`config.mk`:
```
export PLATFORM = sky130hd
export DESIGN_NAME = frame_fifo_with_overflow_policy
export DESIGN_NICKNAME = d
export VERILOG_FILES = /design/src/sv/ffo_pkg.sv /design/src/sv/frame_fifo_with_overflow_policy.sv /design/src/sv/ffo_cell.sv
export SDC_FILE = /design/constraint.sdc
export NUM_CORES = 2
export LEC_CHECK = 0
export ABC_AREA = 1
export ABC_CLOCK_PERIOD_IN_PS = 14400
export CAP_MARGIN = 20
export CELL_PAD_IN_SITES_DETAIL_PLACEMENT = 2
export CELL_PAD_IN_SITES_GLOBAL_PLACEMENT = 2
export CORE_MARGIN = 1.5
export CORE_UTILIZATION = 46
export DETAILED_ROUTE_END_ITERATION = 8
export DONT_BUFFER_PORTS = 1
export GPL_TIMING_DRIVEN = 0
export PLACE_DENSITY = 0.87
export SYNTH_ARGS = -nofsm -noshare
export SYNTH_HDL_FRONTEND = slang
export SYNTH_SLANG_ARGS = --single-unit
```
`constraint.sdc`:
```
create_clock -name clk_i -period 14.4 [get_ports clk_i]
set_input_delay 2.88 -clock clk_i [delete_from_list [all_inputs] [get_ports clk_i]]
set_output_delay 2.88 -clock clk_i [all_outputs]
set_load 0.02 [all_outputs]
```
`src/sv/ffo_pkg.sv`:
```
// ffo_pkg: shared types and constants for the frame descriptor queue.
// Used by ffo_cell and frame_fifo_with_overflow_policy; no dependencies.
`default_nettype none
package ffo_pkg;

  localparam int unsigned DefDepth      = 64;
  localparam int unsigned DefLenBits    = 16;
  localparam int unsigned DefHandleBits = 16;

  localparam int unsigned TotalW  = 22;
  localparam int unsigned LimitW  = 7;
  localparam int unsigned CfgIdxW = 1;
  localparam int unsigned CfgW    = 7;
  localparam int unsigned OpW     = 2;

  localparam logic [OpW-1:0] OpEnq   = 2'd0;
  localparam logic [OpW-1:0] OpDeq   = 2'd1;
  localparam logic [OpW-1:0] OpClear = 2'd2;

  localparam logic [CfgIdxW-1:0] RegMaxFrames = 1'd0;
  localparam logic [CfgIdxW-1:0] RegDropNew   = 1'd1;

  typedef struct packed {
    logic shift;
    logic load;
  } cell_ctrl_t;

endpackage
`default_nettype wire

```
`src/sv/frame_fifo_with_overflow_policy.sv`:
```
// frame_fifo_with_overflow_policy: frame descriptor queue with drop policy.
// Depends on ffo_pkg and ffo_cell.
//
// Usage:
//   Pulse start with op_i (enqueue, dequeue, clear) and the frame word.
//   busy stays low: a command is taken in every cycle.
//   The result word appears in the cycle after the command, for one cycle,
//   marked by done_o; it carries dequeue data, drop report, occupancy and
//   byte total after that command.
//   Throughput 1 command per cycle, set by the single update of the cell
//   chain and the counters at each edge.
//   Entries live in a chain of cells ordered oldest first; a dequeue or an
//   oldest-frame drop shifts every cell one place toward the head, a push
//   loads the cell at the fill level, or the last used one after a drop.
//   Configuration: cfg_we_i writes register cfg_idx_i (0 max_frames,
//   1 drop_new) at that edge; write only while idle.
//   Reset empties the queue, zeroes the byte total, sets max_frames to 64
//   and drop_new to 0. The receiver cannot stall results.
`default_nettype none
module frame_fifo_with_overflow_policy #(
  parameter int unsigned DEPTH       = ffo_pkg::DefDepth,
  parameter int unsigned LEN_BITS    = ffo_pkg::DefLenBits,
  parameter int unsigned HANDLE_BITS = ffo_pkg::DefHandleBits,
  localparam int unsigned CntW       = $clog2(DEPTH + 1)
) (
  input  wire                                 clk_i,
  input  wire                                 rst_ni,
  input  wire                                 start,
  output logic                                busy,
  input  wire logic [ffo_pkg::OpW-1:0]        op_i,
  input  wire logic [HANDLE_BITS-1:0]         frame_handle_i,
  input  wire logic [LEN_BITS-1:0]            frame_bytes_i,
  input  wire                                 cfg_we_i,
  input  wire logic [ffo_pkg::CfgIdxW-1:0]    cfg_idx_i,
  input  wire logic [ffo_pkg::CfgW-1:0]       cfg_data_i,
  output logic                                done_o,
  output logic                                deq_valid_o,
  output logic [HANDLE_BITS-1:0]              deq_handle_o,
  output logic [LEN_BITS-1:0]                 deq_bytes_o,
  output logic                                dropped_o,
  output logic [HANDLE_BITS-1:0]              dropped_handle_o,
  output logic [CntW-1:0]                     occupancy_o,
  output logic [ffo_pkg::TotalW-1:0]          byte_total_o
);
  import ffo_pkg::*;

  localparam int unsigned IdxW  = (DEPTH > 1) ? $clog2(DEPTH) : 1;
  localparam int unsigned CmpW  = (CntW > LimitW) ? CntW : LimitW;
  localparam int unsigned SumW  = (LEN_BITS > TotalW) ? LEN_BITS : TotalW;
  localparam logic [CmpW-1:0] DepthC = CmpW'(DEPTH);

  // configuration
  logic [LimitW-1:0] max_frames_q;
  logic              drop_new_q;

  always_ff @(posedge clk_i or negedge rst_ni) begin
    if (!rst_ni) begin
      max_frames_q <= LimitW'(64);
      drop_new_q   <= 1'b0;
    end else if (cfg_we_i) begin
      case (cfg_idx_i)
        RegMaxFrames: max_frames_q <= cfg_data_i[LimitW-1:0];
        RegDropNew:   drop_new_q   <= cfg_data_i[0];
        default: ;
      endcase
    end
  end

  // cell chain
  logic [HANDLE_BITS-1:0] cell_handle [DEPTH];
  logic [LEN_BITS-1:0]    cell_len    [DEPTH];
  cell_ctrl_t             cell_ctrl   [DEPTH];

  logic            do_shift, do_load;
  logic [IdxW-1:0] load_idx;

  for (genvar i = 0; i < DEPTH; i++) begin : g_cell
    logic [HANDLE_BITS-1:0] nxt_handle;
    logic [LEN_BITS-1:0]    nxt_len;
    if (i == DEPTH - 1) begin : g_last
      assign nxt_handle = cell_handle[i];
      assign nxt_len    = cell_len[i];
    end else begin : g_mid
      assign nxt_handle = cell_handle[i+1];
      assign nxt_len    = cell_len[i+1];
    end
    assign cell_ctrl[i].shift = do_shift;
    assign cell_ctrl[i].load  = do_load && (load_idx == IdxW'(i));

    ffo_cell #(
      .HandleBits (HANDLE_BITS),
      .LenBits    (LEN_BITS)
    ) u_cell (
      .clk_i        (clk_i),
      .ctrl_i       (cell_ctrl[i]),
      .new_handle_i (frame_handle_i),
      .new_len_i    (frame_bytes_i),
      .nxt_handle_i (nxt_handle),
      .nxt_len_i    (nxt_len),
      .handle_o     (cell_handle[i]),
      .len_o        (cell_len[i])
    );
  end

  // control state
  logic [CntW-1:0]   count_q, count_d;
  logic [TotalW-1:0] total_q, total_d;

  logic [CmpW-1:0] limit, count_ext;
  logic            full;
  logic            go;

  assign go        = start && !busy;
  assign busy      = 1'b0;
  assign count_ext = CmpW'(count_q);
  assign limit     = (CmpW'(max_frames_q) > DepthC) ? DepthC : CmpW'(max_frames_q);
  assign full      = (count_ext >= limit);

  logic [SumW-1:0] sum_w;

  logic                   res_dv, res_dr;
  logic [HANDLE_BITS-1:0] res_dh, res_drh;
  logic [LEN_BITS-1:0]    res_dl;

  always_comb begin
    do_shift = 1'b0;
    do_load  = 1'b0;
    load_idx = count_q[IdxW-1:0];
    count_d  = count_q;
    sum_w    = SumW'(total_q);
    res_dv   = 1'b0;
    res_dh   = '0;
    res_dl   = '0;
    res_dr   = 1'b0;
    res_drh  = '0;
    if (go) begin
      case (op_i)
        OpEnq: begin
          if (limit == '0) begin
            res_dr  = 1'b1;
            res_drh = frame_handle_i;
          end else if (full) begin
            res_dr = 1'b1;
            if (drop_new_q) begin
              res_drh = frame_handle_i;
            end else begin
              res_drh  = cell_handle[0];
              do_shift = 1'b1;
              do_load  = 1'b1;
              load_idx = IdxW'(count_q - CntW'(1));
              sum_w    = SumW'(total_q) - SumW'(cell_len[0]) + SumW'(frame_bytes_i);
            end
          end else begin
            do_load = 1'b1;
            count_d = count_q + CntW'(1);
            sum_w   = SumW'(total_q) + SumW'(frame_bytes_i);
          end
        end
        OpDeq: begin
          if (count_q != '0) begin
            do_shift = 1'b1;
            count_d  = count_q - CntW'(1);
            sum_w    = SumW'(total_q) - SumW'(cell_len[0]);
            res_dv   = 1'b1;
            res_dh   = cell_handle[0];
            res_dl   = cell_len[0];
          end
        end
        OpClear: begin
          count_d = '0;
          sum_w   = '0;
        end
        default: ;
      endcase
    end
    total_d = sum_w[TotalW-1:0];
  end

  always_ff @(posedge clk_i or negedge rst_ni) begin
    if (!rst_ni) begin
      count_q <= '0;
      total_q <= '0;
      done_o  <= 1'b0;
    end else begin
      count_q <= count_d;
      total_q <= total_d;
      done_o  <= go;
    end
  end

  // result word
  always_ff @(posedge clk_i) begin
    if (go) begin
      deq_valid_o      <= res_dv;
      deq_handle_o     <= res_dh;
      deq_bytes_o      <= res_dl;
      dropped_o        <= res_dr;
      dropped_handle_o <= res_drh;
      occupancy_o      <= count_d;
      byte_total_o     <= total_d;
    end
  end

endmodule
`default_nettype wire

```
`src/sv/ffo_cell.sv`:
```
// ffo_cell: one slot of the shifting descriptor chain.
// Depends on ffo_pkg for the cell control struct.
`default_nettype none
module ffo_cell #(
  parameter int unsigned HandleBits = 16,
  parameter int unsigned LenBits    = 16
) (
  input  wire                        clk_i,
  input  ffo_pkg::cell_ctrl_t        ctrl_i,
  input  wire logic [HandleBits-1:0] new_handle_i,
  input  wire logic [LenBits-1:0]    new_len_i,
  input  wire logic [HandleBits-1:0] nxt_handle_i,
  input  wire logic [LenBits-1:0]    nxt_len_i,
  output logic [HandleBits-1:0]      handle_o,
  output logic [LenBits-1:0]         len_o
);
  import ffo_pkg::*;

  logic [HandleBits-1:0] handle_q, handle_d;
  logic [LenBits-1:0]    len_q, len_d;

  always_comb begin
    handle_d = handle_q;
    len_d    = len_q;
    if (ctrl_i.load) begin
      handle_d = new_handle_i;
      len_d    = new_len_i;
    end else if (ctrl_i.shift) begin
      handle_d = nxt_handle_i;
      len_d    = nxt_len_i;
    end
  end

  always_ff @(posedge clk_i) begin
    handle_q <= handle_d;
    len_q    <= len_d;
  end

  assign handle_o = handle_q;
  assign len_o    = len_q;

endmodule
`default_nettype wire

```
==> results.cfg, run 1 <==
[clock_tree]
cts_made_buffers = 228
clock-sinks = 2165
cts_buffer_depth = 3
cts_max_level = 4
post_cts_resized = 0
hold_buffers = 0
postCtsSetupRepairBufs = 0
root_buffer = clkbuf_16

[synth]
ys_warn_count = 0
syn_inst = 8858
syn-cell-area_mm2 = 0.09464
synth-seq-cells = 2165
syn-num-nets = 8965
synth_edf_count = 2127
ys_seq_area_share_pct = 68.49
synth_cell_types = 52
synth_area_per_cell_um2 = 10.68
ys_async_sr_fraction_pct = 1.755
synth_ff_type = edfxtp_1

[floorplanning]
initial_core_util_pct = 46.26
die_w_um = 456.6
die-height_um = 456.6
io_pins = 127
num_rows = 166

[placement]
portBuffers = 0
dp_hpwl_um = 297500
gp_congestion = 0.9347

[grt]
antenna_found_initial = 80
grt_max_degree = 82
grt.overflow.total = 177
grt.total_usage_pct = 79.91

[run_status]
stop_error = [ERROR GRT-0232] Routing congestion too high. Check the congestion heatmap in the GUI.
lastStage = 5_1_grt
status = stopped before the end
logic make-up after synthesis:
family | count (synthesis) | share of synthesized area, %
AND/OR/NAND/NOR | 4275 | 18.25
flip-flops | 2165 | 68.49
AO/OA/AOI/OAI | 1313 | 7.130
buffers and inverters | 910 | 3.817
multiplexers | 95 | 1.130
adder cells (fa/ha/maj) | 61 | 0.8302
XOR/XNOR | 38 | 0.3517
other | 1 | 0.003962
per-layer routing:
metal | global-route usage, % | GRT overflow
met1 | 79.06 | 13
met2 | 91.43 | 71
met3 | 70.19 | 24
met4 | 78.58 | 68
met5 | 54.76 | 1
cells in the mapped netlist, drive strengths merged, types with 19 or more instances:
| master | count | area (um^2) |
|---|---|---|
| nand2 | 3400 | 12790 |
| edfxtp | 2127 | 63870 |
| o21ai | 1152 | 5769 |
| nand3 | 685 | 3468 |
| clkbuf | 545 | 2046 |
| inv | 184 | 695.7 |
| buf | 160 | 792.0 |
| nor2 | 160 | 825.8 |
| a21oi | 99 | 495.5 |
| mux2 | 95 | 1070 |
| ha | 58 | 725.7 |
| dfrtp | 37 | 925.9 |
| clkinv | 21 | 78.83 |
| xnor2 | 19 | 166.4 |
| xor2 | 19 | 166.4 |
through the flow:
step                setup slack (ns)  cells  hold slack (ns)  util, %  instance area, um^2
floorplan                      7.635   8858           0.4687        -                94640
global placement               5.596  11550           0.4908    47.91                98010
detailed placement             6.501  11640           0.5080    49.06               100400
CTS                            7.225  12060           0.5261    52.55               107500
==> run 2: changes to the inputs <==
--- a/config.mk
+++ b/config.mk
@@ -8,14 +8,12 @@
 export ABC_AREA = 1
 export ABC_CLOCK_PERIOD_IN_PS = 14400
 export CAP_MARGIN = 20
-export CELL_PAD_IN_SITES_DETAIL_PLACEMENT = 2
-export CELL_PAD_IN_SITES_GLOBAL_PLACEMENT = 2
 export CORE_MARGIN = 1.5
-export CORE_UTILIZATION = 46
+export CORE_UTILIZATION = 40
 export DETAILED_ROUTE_END_ITERATION = 8
 export DONT_BUFFER_PORTS = 1
 export GPL_TIMING_DRIVEN = 0
-export PLACE_DENSITY = 0.87
+export PLACE_DENSITY_LB_ADDON = 0.15
 export SYNTH_ARGS = -nofsm -noshare
 export SYNTH_HDL_FRONTEND = slang
 export SYNTH_SLANG_ARGS = --single-unit
==> results.cfg, run 2 <==
[route]
viasPerCell = 5.369
drtAntennaViolNets = 0
routed-via-count = 67420
route.detailed.drc = 0
firstDrtPassIters = 8
post_drt_wl_per_cell_um = 24.10
drtIter0Drc = 7618
wl_um = 302600

[grt]
grt.overflow.total = 0
grt_pass1_wl_um = 438100
grt_pass1_vias = 64520
use_met1_pct = 35.00
grtUsageMet3_pct = 5.618
busiest_layer = met2
grt_max_degree = 82
antenna_found_initial = 18
grt_use_met2_pct = 38.01
grt.total_usage_pct = 25.00

[setup_path]
cpPeakStageDelay_ns = 0.97
critical_path.cell_chain = clkbuf_1 -> inv_1 -> nor2_1 -> nand4_1 -> nand2_2 -> nand2_1 -> nor2_2 -> nand2_1 -> clkbuf_1 -> nand2_1 -> buf_16
critPathCaptureType = flop
cpMaxStageDelayCell = nor2_2
worstPathRequired_ns = 14.97
cpMostUsedCell = nand2_1
critPathKind = in -> reg
cp.arrival_ns = 7.35
cp_max_fo = 81
worstSetupStartpointType = primary input

[power_and_ir_drop]
irDropWorstVdd_mv = 0.1408
leakage_nw = 42.48
power_density_mw_per_mm2 = 139.8

[synth]
synth_area_per_cell_um2 = 10.68
ys_async_sr_fraction_pct = 1.755
synth.top_cell.area_share_pct = 67.49
ys_top_cells_by_count = nand2_1 (3387), edfxtp_1 (2127), o21ai_0 (778), nand3_1 (680), clkbuf_1 (545)
synth_area_leader_cell = edfxtp_1
synth-seq-cells = 2165
synth_area_leaders = edfxtp_1 (67%), nand2_1 (13%), o21ai_0 (4.1%), nand3_1 (3.6%), clkbuf_1 (2.2%)
syn_inst = 8858
synth_ff_type = edfxtp_1
syn-cell-area_mm2 = 0.09464
synth_edf_count = 2127
ys_seq_area_share_pct = 68.49
ys_warn_count = 0
syn-num-nets = 8965
synth_cell_types = 52
synth.most_common_cell = nand2_1

[floorplanning]
placeableCoreArea_mm2 = 0.2352
die-area_mm2 = 0.2395
io_pins = 127
die_w_um = 489.4
initial_core_util_pct = 40.24
num_rows = 178
die-height_um = 489.4

[timing]
setup_viol = 0
drv_slew = 0
tightest_slew_ns = 1.271
worst_slack_ns = 7.620
final.setup.tns_ns = 0
grt_setup_unrepaired = no
clock_skew_ns = 0.05520
fmax_mhz = 147.5
fin_crit_ns = 6.780
period_share_pct = 47.08
final_hold_viol_count = 0
slew_headroom_pct = 15.24

[clock_tree]
cts_max_level = 4
cts_made_buffers = 226
root_buffer = clkbuf_16
postCtsSetupRepairBufs = 0
cts_tree = yes
cts_buffer_depth = 3
clock-sinks = 2165
path_clk_slew_ns = 0.06
post_cts_resized = 0
hold_buffers = 0
worstSkewPairLatency_ns = 0.90

[run_status]
status = complete, no violations

[placement]
dp_hpwl_um = 220000
portBuffers = 0
placedInstanceArea_mm2 = 0.1011
gp_congestion = 0.9266
dp_slack_ns = 6.919

[cells_and_area]
mostFrequentLayoutCells = nand2_1 (3384), edfxtp_1 (2127), o21ai_0 (778)
syn_to_final_growth_pct = 14.44
fin_area_mm2 = 0.1083
final_nets = 9306
layout-drive-gt1-share_pct = 7.351
layout_commonest_cell = nand2_1

[hold_path]
hold_class = reg -> reg

[flow_run]
cap_violations = 0
run 2: cell counts after synthesis:
Identical to the previous run, type by type.
run 2: final cells by class:
type / count / area (um^2)
fillers: 21830 / 126900
flip-flops and latches: 2165 / 64820
multi-input cells: 5783 / 26230
clock buffers: 280 / 5858
well taps: 3150 / 3941
plain buffers: 705 / 2849
repair buffers: 113 / 2570
clock inverters: 136 / 1202
inverters: 205 / 789.5
diodes: 21 / 52.55
run 2: worst paths after layout:
path                       slack, ns                                      end  cells after the start                                  from
max in group asynchronous      12.54              max_frames_q[6]$_DFFE_PN1P_                      0                                rst_ni
max reg2reg                     8.43  g_cell[35].u_cell.handle_o[7]$_DFFE_PP_                     19           max_frames_q[5]$_DFFE_PN0P_
min in group asynchronous       1.67                     total_q[8]$_DFF_PN0_                      0                                rst_ni
max                             7.62  g_cell[35].u_cell.handle_o[7]$_DFFE_PP_                     11                                 start
min                             0.47     g_cell[14].u_cell.len_o[2]$_DFFE_PP_                      2  g_cell[15].u_cell.len_o[2]$_DFFE_PP_
min reg2reg                     0.47     g_cell[14].u_cell.len_o[2]$_DFFE_PP_                      2  g_cell[15].u_cell.len_o[2]$_DFFE_PP_
run 2: critical path, delay by kind of cell:
kind | cells | cell delay [ns]
buffers and inverters | 4 | 1.24
and+or+nand+nor | 7 | 3.16
run 2: where the power goes:
| group | internal (mW) | leakage (nW) | switching, mW |
|---|---|---|---|
| Clock | 3.09 | 3.44 | 2.54 |
| Sequential | 7.31 | 20.1 | 0.173 |
| Combinational | 0.573 | 18.9 | 1.45 |
| Total | 11.0 | 42.5 | 4.16 |
run 2: kinds of logic after synthesis:
family	share of synthesized area (%)
simple gates	18.25
buf+inv	3.817
mux	1.130
fa+ha+maj	0.8302
other cells	0.003962
compound gates	7.130
flops	68.49
xor+xnor	0.3517
run 2: per-stage QoR:
stage	util, %	hold WS [ns]	power (mW)	instances
2_1_floorplan	-	0.4687	8.779	8858
3_3_place_gp	41.92	0.4926	9.500	12010
3_5_place_dp	43.01	0.4940	9.591	12120
4_1_cts	46.01	0.4665	15.19	12530
5_1_grt	46.03	0.4909	15.67	12540
6_report	46.05	0.4719	15.14	12560
run 2: routing by layer:
| layer | routed length (um) | share of wire (%) |
|---|---|---|
| met1 | 130900 | 43 |
| met2 | 132600 | 44 |
| met3 | 27550 | 9.1 |
| met4 | 11220 | 3.7 |
| met5 | 405 | 0.13 |
Note: power is estimated with default switching activity, not from simulation.
